## src/sv/lpd_pkg.sv

```systemverilog
// ----------------------------------------------------------------------------
// lpd_pkg
// Shared types and constants for the length-prefix deframer.
// ----------------------------------------------------------------------------
`default_nettype none

package lpd_pkg;

   // Largest length handled is 2^LENGTH_WIDTH - 1 (range 16..32).
   localparam int unsigned LENGTH_WIDTH = 32;
   localparam logic [31:0] MAX_LENGTH   = 32'((64'd1 << LENGTH_WIDTH) - 64'd1);

   // Short header length that escapes to a 4-byte long length.
   localparam logic [15:0] ESCAPE_LEN   = 16'hFFFF;
   localparam logic [2:0]  LONG_BYTES   = 3'd4;

   // Deframer phase codes; the unused code behaves as PH_SHORT.
   localparam logic [1:0]  PH_SHORT     = 2'd0;
   localparam logic [1:0]  PH_LONG      = 2'd1;
   localparam logic [1:0]  PH_PAYLOAD   = 2'd2;

   typedef struct packed {
      logic        is_payload;
      logic [7:0]  payload_byte;
      logic [31:0] frame_length;
      logic [31:0] bytes_wanted;
      logic        frame_end;
   } lpd_result_type;

endpackage

`default_nettype wire

```

## src/sv/length_prefix_deframer_core.sv

```systemverilog
// ----------------------------------------------------------------------------
// length_prefix_deframer_core
// Splits a received byte stream into length-prefixed frames.
// ----------------------------------------------------------------------------
//  channel | dir | tdata (low bit up)                        | tuser      | tlast
//  req     | in  | data_byte[7:0]                            | -          | -
//  rsp     | out | payload_byte[7:0], frame_length[31:0],    | is_payload | frame_end
//          |     | bytes_wanted[31:0]                        |            |
//
//  One byte per cycle sustained while rsp_tready stays high; each beat gives exactly one result beat.
//  The path is registered twice: input register, then decode into the result register.
//  The decode is a single pass of the frame state plus one 32-bit decrement.
//  Reset returns to waiting for a short header with all counters cleared.
//  A stalled rsp side holds the result register and backs up into the input
//  register; req_tready drops only once both are full.
// ----------------------------------------------------------------------------
`default_nettype none

module length_prefix_deframer_core import lpd_pkg::*; (
   input  wire logic        clock,
   input  wire logic        reset,

   input  wire logic        req_tvalid,
   output      logic        req_tready,
   input  wire logic [7:0]  req_tdata,   // [7:0] data_byte

   output      logic        rsp_tvalid,
   input  wire logic        rsp_tready,
   output      logic [71:0] rsp_tdata,   // [7:0] payload_byte, [39:8] frame_length,
                                         // [71:40] bytes_wanted
   output      logic        rsp_tuser,   // [0] is_payload
   output      logic        rsp_tlast    // frame_end
);

   logic           in_valid_ff, in_valid_in;
   logic [7:0]     in_byte_ff,  in_byte_in;
   logic           out_valid_ff, out_valid_in;
   lpd_result_type out_ff, out_in;
   logic           advance;
   lpd_result_type decoded;

   // Move the held byte into the result register when that slot frees up.
   assign advance    = in_valid_ff && (!out_valid_ff || rsp_tready);
   assign req_tready = !in_valid_ff || advance;

   lpd_decode u_decode (
      .clock     (clock),
      .reset     (reset),
      .step      (advance),
      .data_byte (in_byte_ff),
      .result    (decoded)
   );

   always_comb begin
      in_valid_in  = in_valid_ff;
      in_byte_in   = in_byte_ff;
      out_valid_in = out_valid_ff;
      out_in       = out_ff;
      if (req_tready) begin
         in_valid_in = req_tvalid;
         in_byte_in  = req_tdata;
      end
      if (advance) begin
         out_valid_in = 1'b1;
         out_in       = decoded;
      end else if (rsp_tready) begin
         out_valid_in = 1'b0;   // drop the delivered beat
      end
   end

   always_ff @(posedge clock) begin
      if (reset) begin
         in_valid_ff  <= 1'b0;
         out_valid_ff <= 1'b0;
      end else begin
         in_valid_ff  <= in_valid_in;
         out_valid_ff <= out_valid_in;
      end
      in_byte_ff <= in_byte_in;
      out_ff     <= out_in;
   end

   assign rsp_tvalid = out_valid_ff;
   assign rsp_tdata  = {out_ff.bytes_wanted, out_ff.frame_length, out_ff.payload_byte};
   assign rsp_tuser  = out_ff.is_payload;
   assign rsp_tlast  = out_ff.frame_end;

endmodule

`default_nettype wire

```

## src/sv/lpd_decode.sv

```systemverilog
// ----------------------------------------------------------------------------
// lpd_decode
// Frame state and per-byte decode: header assembly, escape, payload count.
// ----------------------------------------------------------------------------
`default_nettype none

module lpd_decode import lpd_pkg::*; (
   input  wire logic           clock,
   input  wire logic           reset,
   input  wire logic           step,       // consume data_byte this cycle
   input  wire logic [7:0]     data_byte,
   output lpd_result_type      result
);

   logic [1:0]  phase_ff, phase_in;
   logic [2:0]  count_ff, count_in;
   logic [31:0] shift_ff, shift_in;
   logic [31:0] left_ff,  left_in;

   logic [31:0] long_asm;
   logic [2:0]  count_inc;
   logic [15:0] short_len;
   logic [31:0] hdr_len;
   logic        hdr_done;
   logic [31:0] len_sat;
   logic [31:0] left_dec;

   always_comb begin
      long_asm  = (count_ff == 3'd0) ? {24'd0, data_byte} : {shift_ff[23:0], data_byte};
      count_inc = count_ff + 3'd1;
      short_len = {shift_ff[7:0], data_byte};
      left_dec  = (left_ff != 32'd0) ? left_ff - 32'd1 : 32'd0;

      phase_in = phase_ff;
      count_in = count_ff;
      shift_in = shift_ff;
      left_in  = left_ff;
      result   = '0;
      hdr_done = 1'b0;
      hdr_len  = 32'd0;

      case (phase_ff)
         PH_LONG: begin
            shift_in = long_asm;
            count_in = count_inc;
            if (count_inc >= LONG_BYTES || count_inc == 3'd0) begin
               hdr_done = 1'b1;
               hdr_len  = long_asm;
            end else begin
               result.bytes_wanted = 32'(LONG_BYTES - count_inc);
            end
         end
         PH_PAYLOAD: begin
            result.is_payload   = 1'b1;
            result.payload_byte = data_byte;
            result.frame_length = shift_ff;
            result.bytes_wanted = left_dec;
            left_in             = left_dec;
            if (left_dec == 32'd0) begin
               result.frame_end = 1'b1;
               phase_in         = PH_SHORT;
               count_in         = 3'd0;
            end
         end
         default: begin
            phase_in = PH_SHORT;
            if (count_ff == 3'd0) begin
               shift_in            = {24'd0, data_byte};
               count_in            = 3'd1;
               result.bytes_wanted = 32'd1;
            end else begin
               count_in = 3'd0;
               if (short_len == ESCAPE_LEN) begin
                  phase_in            = PH_LONG;
                  shift_in            = 32'd0;
                  result.bytes_wanted = 32'(LONG_BYTES);
               end else begin
                  hdr_done = 1'b1;
                  hdr_len  = {16'd0, short_len};
               end
            end
         end
      endcase

      // Header complete: clamp, then enter payload or close an empty frame.
      len_sat = (hdr_len > MAX_LENGTH) ? MAX_LENGTH : hdr_len;
      if (hdr_done) begin
         shift_in            = len_sat;
         count_in            = 3'd0;
         result.frame_length = len_sat;
         left_in             = len_sat;
         result.bytes_wanted = len_sat;
         if (len_sat == 32'd0) begin
            result.frame_end = 1'b1;
            phase_in         = PH_SHORT;
         end else begin
            phase_in         = PH_PAYLOAD;
         end
      end
   end

   always_ff @(posedge clock) begin
      if (reset) begin
         phase_ff <= PH_SHORT;
         count_ff <= 3'd0;
         shift_ff <= 32'd0;
         left_ff  <= 32'd0;
      end else if (step) begin
         phase_ff <= phase_in;
         count_ff <= count_in;
         shift_ff <= shift_in;
         left_ff  <= left_in;
      end
   end

endmodule

`default_nettype wire

```

## config.mk

```make
export PLATFORM = sky130hd
export DESIGN_NAME = length_prefix_deframer_core
export DESIGN_NICKNAME = d
export VERILOG_FILES = /design/src/sv/lpd_pkg.sv /design/src/sv/length_prefix_deframer_core.sv /design/src/sv/lpd_decode.sv
export SDC_FILE = /design/constraint.sdc
export NUM_CORES = 1
export LEC_CHECK = 0
export BUFFER_PORTS_ARGS = -buffer_cell sky130_fd_sc_hd__buf_2
export CAP_MARGIN = 20
export CORE_AREA = 3 3 126 128
export CTS_CLUSTER_SIZE = 30
export DETAILED_ROUTE_END_ITERATION = 10
export DIE_AREA = 0 0 129 131
export PLACE_DENSITY_LB_ADDON = 0.15
export SLEW_MARGIN = 10
export SYNTH_ARGS = -nofsm -noshare
export SYNTH_HDL_FRONTEND = slang
export SYNTH_SLANG_ARGS = --single-unit
```

## constraint.sdc

```tcl
create_clock -name clock -period 8.1 [get_ports clock]
set_clock_uncertainty 0.05 [all_clocks]
set_input_delay 0.405 -clock clock [delete_from_list [all_inputs] [get_ports clock]]
set_output_delay 0.405 -clock clock [all_outputs]
set_load 0.03 [all_outputs]
```

==> results.md <==
* Post-synth ARST share at 0%
* Number of hold-repair buffers added at the cts stage at 0
* Die width at 129 um
* Post-Route WL at 20.7 mm
* Number of failing setup endpoints in the final timing report at 0
* Time the worst path needs with I/O delays and setup at 3.82 ns
* Floorplan Core Area at 15,000 um2
* Worst-case clock buffer depth at 2
* Number of optimization iterations in the first detailed-route pass at 7
* CTS tree: built
* Clock slew at the register clock pins of the worst setup and hold paths at 0.06 ns
* Cell depth of the worst flop-to-flop path at 9
* Num Clock Sinks at 153
* CTS Buf Count at 17
* Detailed-route vias per instance at 6.05
* Sequential area share after synthesis at 54.0%
* Hold endpoint: in_byte_ff[5]$_DFFE_PP_
* Setup crit end kind: flip-flop
* Worst hold path depth at 1
* Number of enable-type register cells in the synthesized netlist at 82
* Period Utilization, post-route at 47.1%
* Path class of the lowest-slack min-delay path: input pin to flip-flop
* Antenna violations before repair at 0
* # Post-CTS Setup Buffers at 0
* Initial drt markers at 818
* Element type at the critical path start: flip-flop
* Area share of the largest cell type after synthesis at 34.3%
* Rel. slew slack at 29.8%
* Setup repair after global routing missed its margin: no
* Clk root buf: clkbuf_16
* Max rail drop VDD at 0.166 mV
* Global-route wire length before repair at 31.9 mm
* Wire length per cell at 20.0 um
* Initial Util at 48.0%
* Worst Path Class, Setup: flip-flop to flip-flop
* Fin. Hold Viols at 0
* Total half-perimeter wirelength after legalization and detailed placement at 13.9 mm
* DRC errors left at 0
* Area added between synthesis and finish at 15.6%
* Setup TNS after final layout at 0 ns
* Commonest register cell after synthesis: edfxtp_1
* Yosys synthesis warning count at 0
* Filler cell count in the final layout at 1,360
* Data required time at the worst endpoint at 8.34 ns
* Largest net degree at the start of global routing at 77
* #FFs+latches synth at 153
* Total Die Area at 16,900 um2
* Detail Route Antenna Nets at 0
* Die boundary height at 131 um
* Min-Delay Startpoint: req_tdata[5]
* Max-capacitance violation count at 0
* Buffers added on ports at 87
* Net count after synthesis at 790
* Worst reg2reg path endpoint: u_decode.left_ff[13]$_SDFFE_PP0P_
* Run status: completed
* Actual slew at the worst max-slew pin at 1.05 ns
* Mean cell area of the mapped netlist at 9.32 um2
* Overall Power at 1.95 mW
* Yosys top cell by area: edfxtp_1
* Global placer's final weighted congestion at 0.922
* H-tree depth at 4
* Worst path arrival time at 4.06 ns
* WHS at 0.0943 ns
* Unique masters post-synth at 61
* Total via count after detailed routing at 6,279
* Fraction of layout cells with a size suffix above 1 at 16.3%
* Ratio of total power to cell area at 235 nW/um2
* Peak Freq at 262 MHz
* Cells resized by post-CTS repair at 0
* Post-synthesis instance area at 7190 um2
* Count of mapped cells out of synthesis at 771
* Largest driver fanout on the critical path at 25
* Source-to-sink clock delay at the later pin of the worst-skew pair at 0.43 ns
* Worst flop-to-flop path startpoint: u_decode.left_ff[0]$_SDFFE_PP0P_
* Setup slack, reg-to-reg at 4.28 ns
* Total number of placement rows at 45
* Number of max-slew violations in the final report at 0
* Vias in the first global route at 5,718
* Leak at 3.22 nW
* Number of antenna cells inserted at 0
* Count of pins on the block boundary at 88
* Global-route usage over all layers at 24.8%
* Main area contributors after synthesis: edfxtp_1, dfxtp_1, nand2_1
* Total Nets Final at 855
* Sum of overflow across all layers after global routing at 0
## routing by layer
metal / vias to the layer above / global-route usage, % / share of wire (%)
li1: 2925 / - / -
met3: 36 / 4.35 / 7.6
met2: 282 / 38.9 / 47
met4: 0 / 8.52 / 2.1
met5: - / 0 / 0
met1: 3036 / 34.9 / 43
## power by group
group,total (mW),switching (mW),internal [mW]
Clock,0.775,0.309,0.466
Combinational,0.310,0.216,0.0943
Sequential,0.868,0.0233,0.845
## synthesized netlist by cell type (all sizes together), types with 2 or more instances
library cell and count:
or3 7, nand3b 5, nor4 20, buf 3
a21oi 59, nand3 6, mux2i 3, o22ai 3
o21ai 70, o41ai 3, o221a 2, nor2 91
a211oi 3, o31ai 6, or4 5, nand2b 4
or2 4, xnor2 15, edfxtp 82, nor3b 2
a21o 3, nand2 115, and2 10, nor2b 3
a31oi 2, ha 7, nand4 15, clkbuf 46
xor2 8, a22oi 38, o211ai 10, and3 2
nor3 14, dfxtp 71, inv 18, nand4b 2
o31a 2
## final cells by class
| class | count | area [um2] | share of cell area [%] |
|---|---|---|---|
| multi-input cells | 550 | 3050 | 36.7 |
| repair buffers | 95 | 503 | 6.05 |
| well taps | 188 | 235 | 2.83 |
| clock buffers | 23 | 468 | 5.63 |
| inverters | 19 | 71.3 | 0.858 |
| flip-flops and latches | 153 | 3880 | 46.7 |
| clock inverters | 9 | 100 | 1.20 |
## worst max path at each step
stage                                         end                             start  slack, ns  cells after the start
6_report        u_decode.left_ff[13]$_SDFFE_PP0P_  u_decode.left_ff[0]$_SDFFE_PP0P_       4.28                      9
5_1_grt          u_decode.left_ff[3]$_SDFFE_PP0P_  u_decode.left_ff[0]$_SDFFE_PP0P_       3.99                      9
4_1_cts         u_decode.left_ff[13]$_SDFFE_PP0P_  u_decode.left_ff[0]$_SDFFE_PP0P_       4.38                      9
3_5_place_dp    u_decode.left_ff[13]$_SDFFE_PP0P_  u_decode.left_ff[0]$_SDFFE_PP0P_       4.42                      9
3_3_place_gp    u_decode.left_ff[13]$_SDFFE_PP0P_  u_decode.left_ff[0]$_SDFFE_PP0P_       4.57                      9
2_1_floorplan  u_decode.shift_ff[22]$_SDFFE_PP0P_           rsp_tvalid$_SDFFE_PP0P_       4.25                     10
## cells by family (layout without fill, tap and decap cells)
| group | after synthesis | after routing | synth area share [%] |
|---|---|---|---|
| buf+inv | 68 | 146 | 3.67 |
| simple gates | 309 | 309 | 20.0 |
| fa+ha+maj | 7 | 7 | 1.22 |
| flops | 153 | 153 | 54.0 |
| xor+xnor | 23 | 23 | 2.80 |
| mux | 3 | 3 | 0.418 |
| compound gates | 208 | 208 | 17.8 |
## worst max-delay path: stages (launching register included)
cell and delay, ns:
dfxtp_1 0.36, inv_1 0.14, ha_1 0.26, nor3b_1 0.51, nand4_1 0.46, or4b_1 0.70
nand2_1 0.71, o21ai_0 0.20, a22oi_1 0.23, nor2_1 0.06
## layout by cell type, fill, tap and decap left out, types with 3 or more instances in the layout
| cell | netlist | routed |
|---|---|---|
| nand2b_1 | 4 | 4 |
| xor2_1 | 8 | 8 |
| dfxtp_1 | 71 | 71 |
| o211ai_1 | 10 | 10 |
| a21oi_1 | 59 | 57 |
| xnor2_1 | 15 | 15 |
| or2_2 | 3 | 3 |
| nor2b_1 | 3 | 3 |
| nand3_1 | 6 | 6 |
| inv_1 | 18 | 17 |
| nor3_1 | 13 | 13 |
| ha_1 | 7 | 7 |
| o31ai_1 | 5 | 5 |
| mux2i_1 | 3 | 3 |
| clkinvlp_4 | 0 | 3 |
| nor2_1 | 91 | 90 |
| nand2_1 | 115 | 115 |
| a22oi_1 | 38 | 38 |
| clkinv_1 | 1 | 3 |
| or4_1 | 4 | 4 |
| o21ai_0 | 67 | 67 |
| and2_1 | 10 | 10 |
| edfxtp_1 | 82 | 82 |
| or3_1 | 7 | 7 |
| buf_4 | 0 | 7 |
| o22ai_1 | 3 | 3 |
| nand4_1 | 15 | 15 |
| clkbuf_1 | 46 | 4 |
| buf_2 | 1 | 87 |
| nor4_1 | 19 | 19 |
| clkbuf_16 | 0 | 17 |
| nand3b_1 | 5 | 5 |
## state kept, by name, summed over array words and instances, names as in the netlist
name,flops
u_decode.left_ff,32
rsp_tvalid,1
rsp_tuser,1
rsp_tdata,72
u_decode.phase_ff,2
u_decode.shift_ff,32
rsp_tlast,1
in_byte_ff,8
in_valid_ff,1
u_decode.count_ff,3
## metrics by stage
stage,worst slack [ns],instances,area (um2),utilization (%)
6_report,4.28,1037,8310,55.5
2_1_floorplan,4.25,771,7190,-
3_5_place_dp,4.42,1004,7730,51.6
5_1_grt,3.99,1037,8310,55.5
4_1_cts,4.38,1036,8300,55.4
3_3_place_gp,4.57,1004,7730,51.6
(Power assumes the default switching activity.)
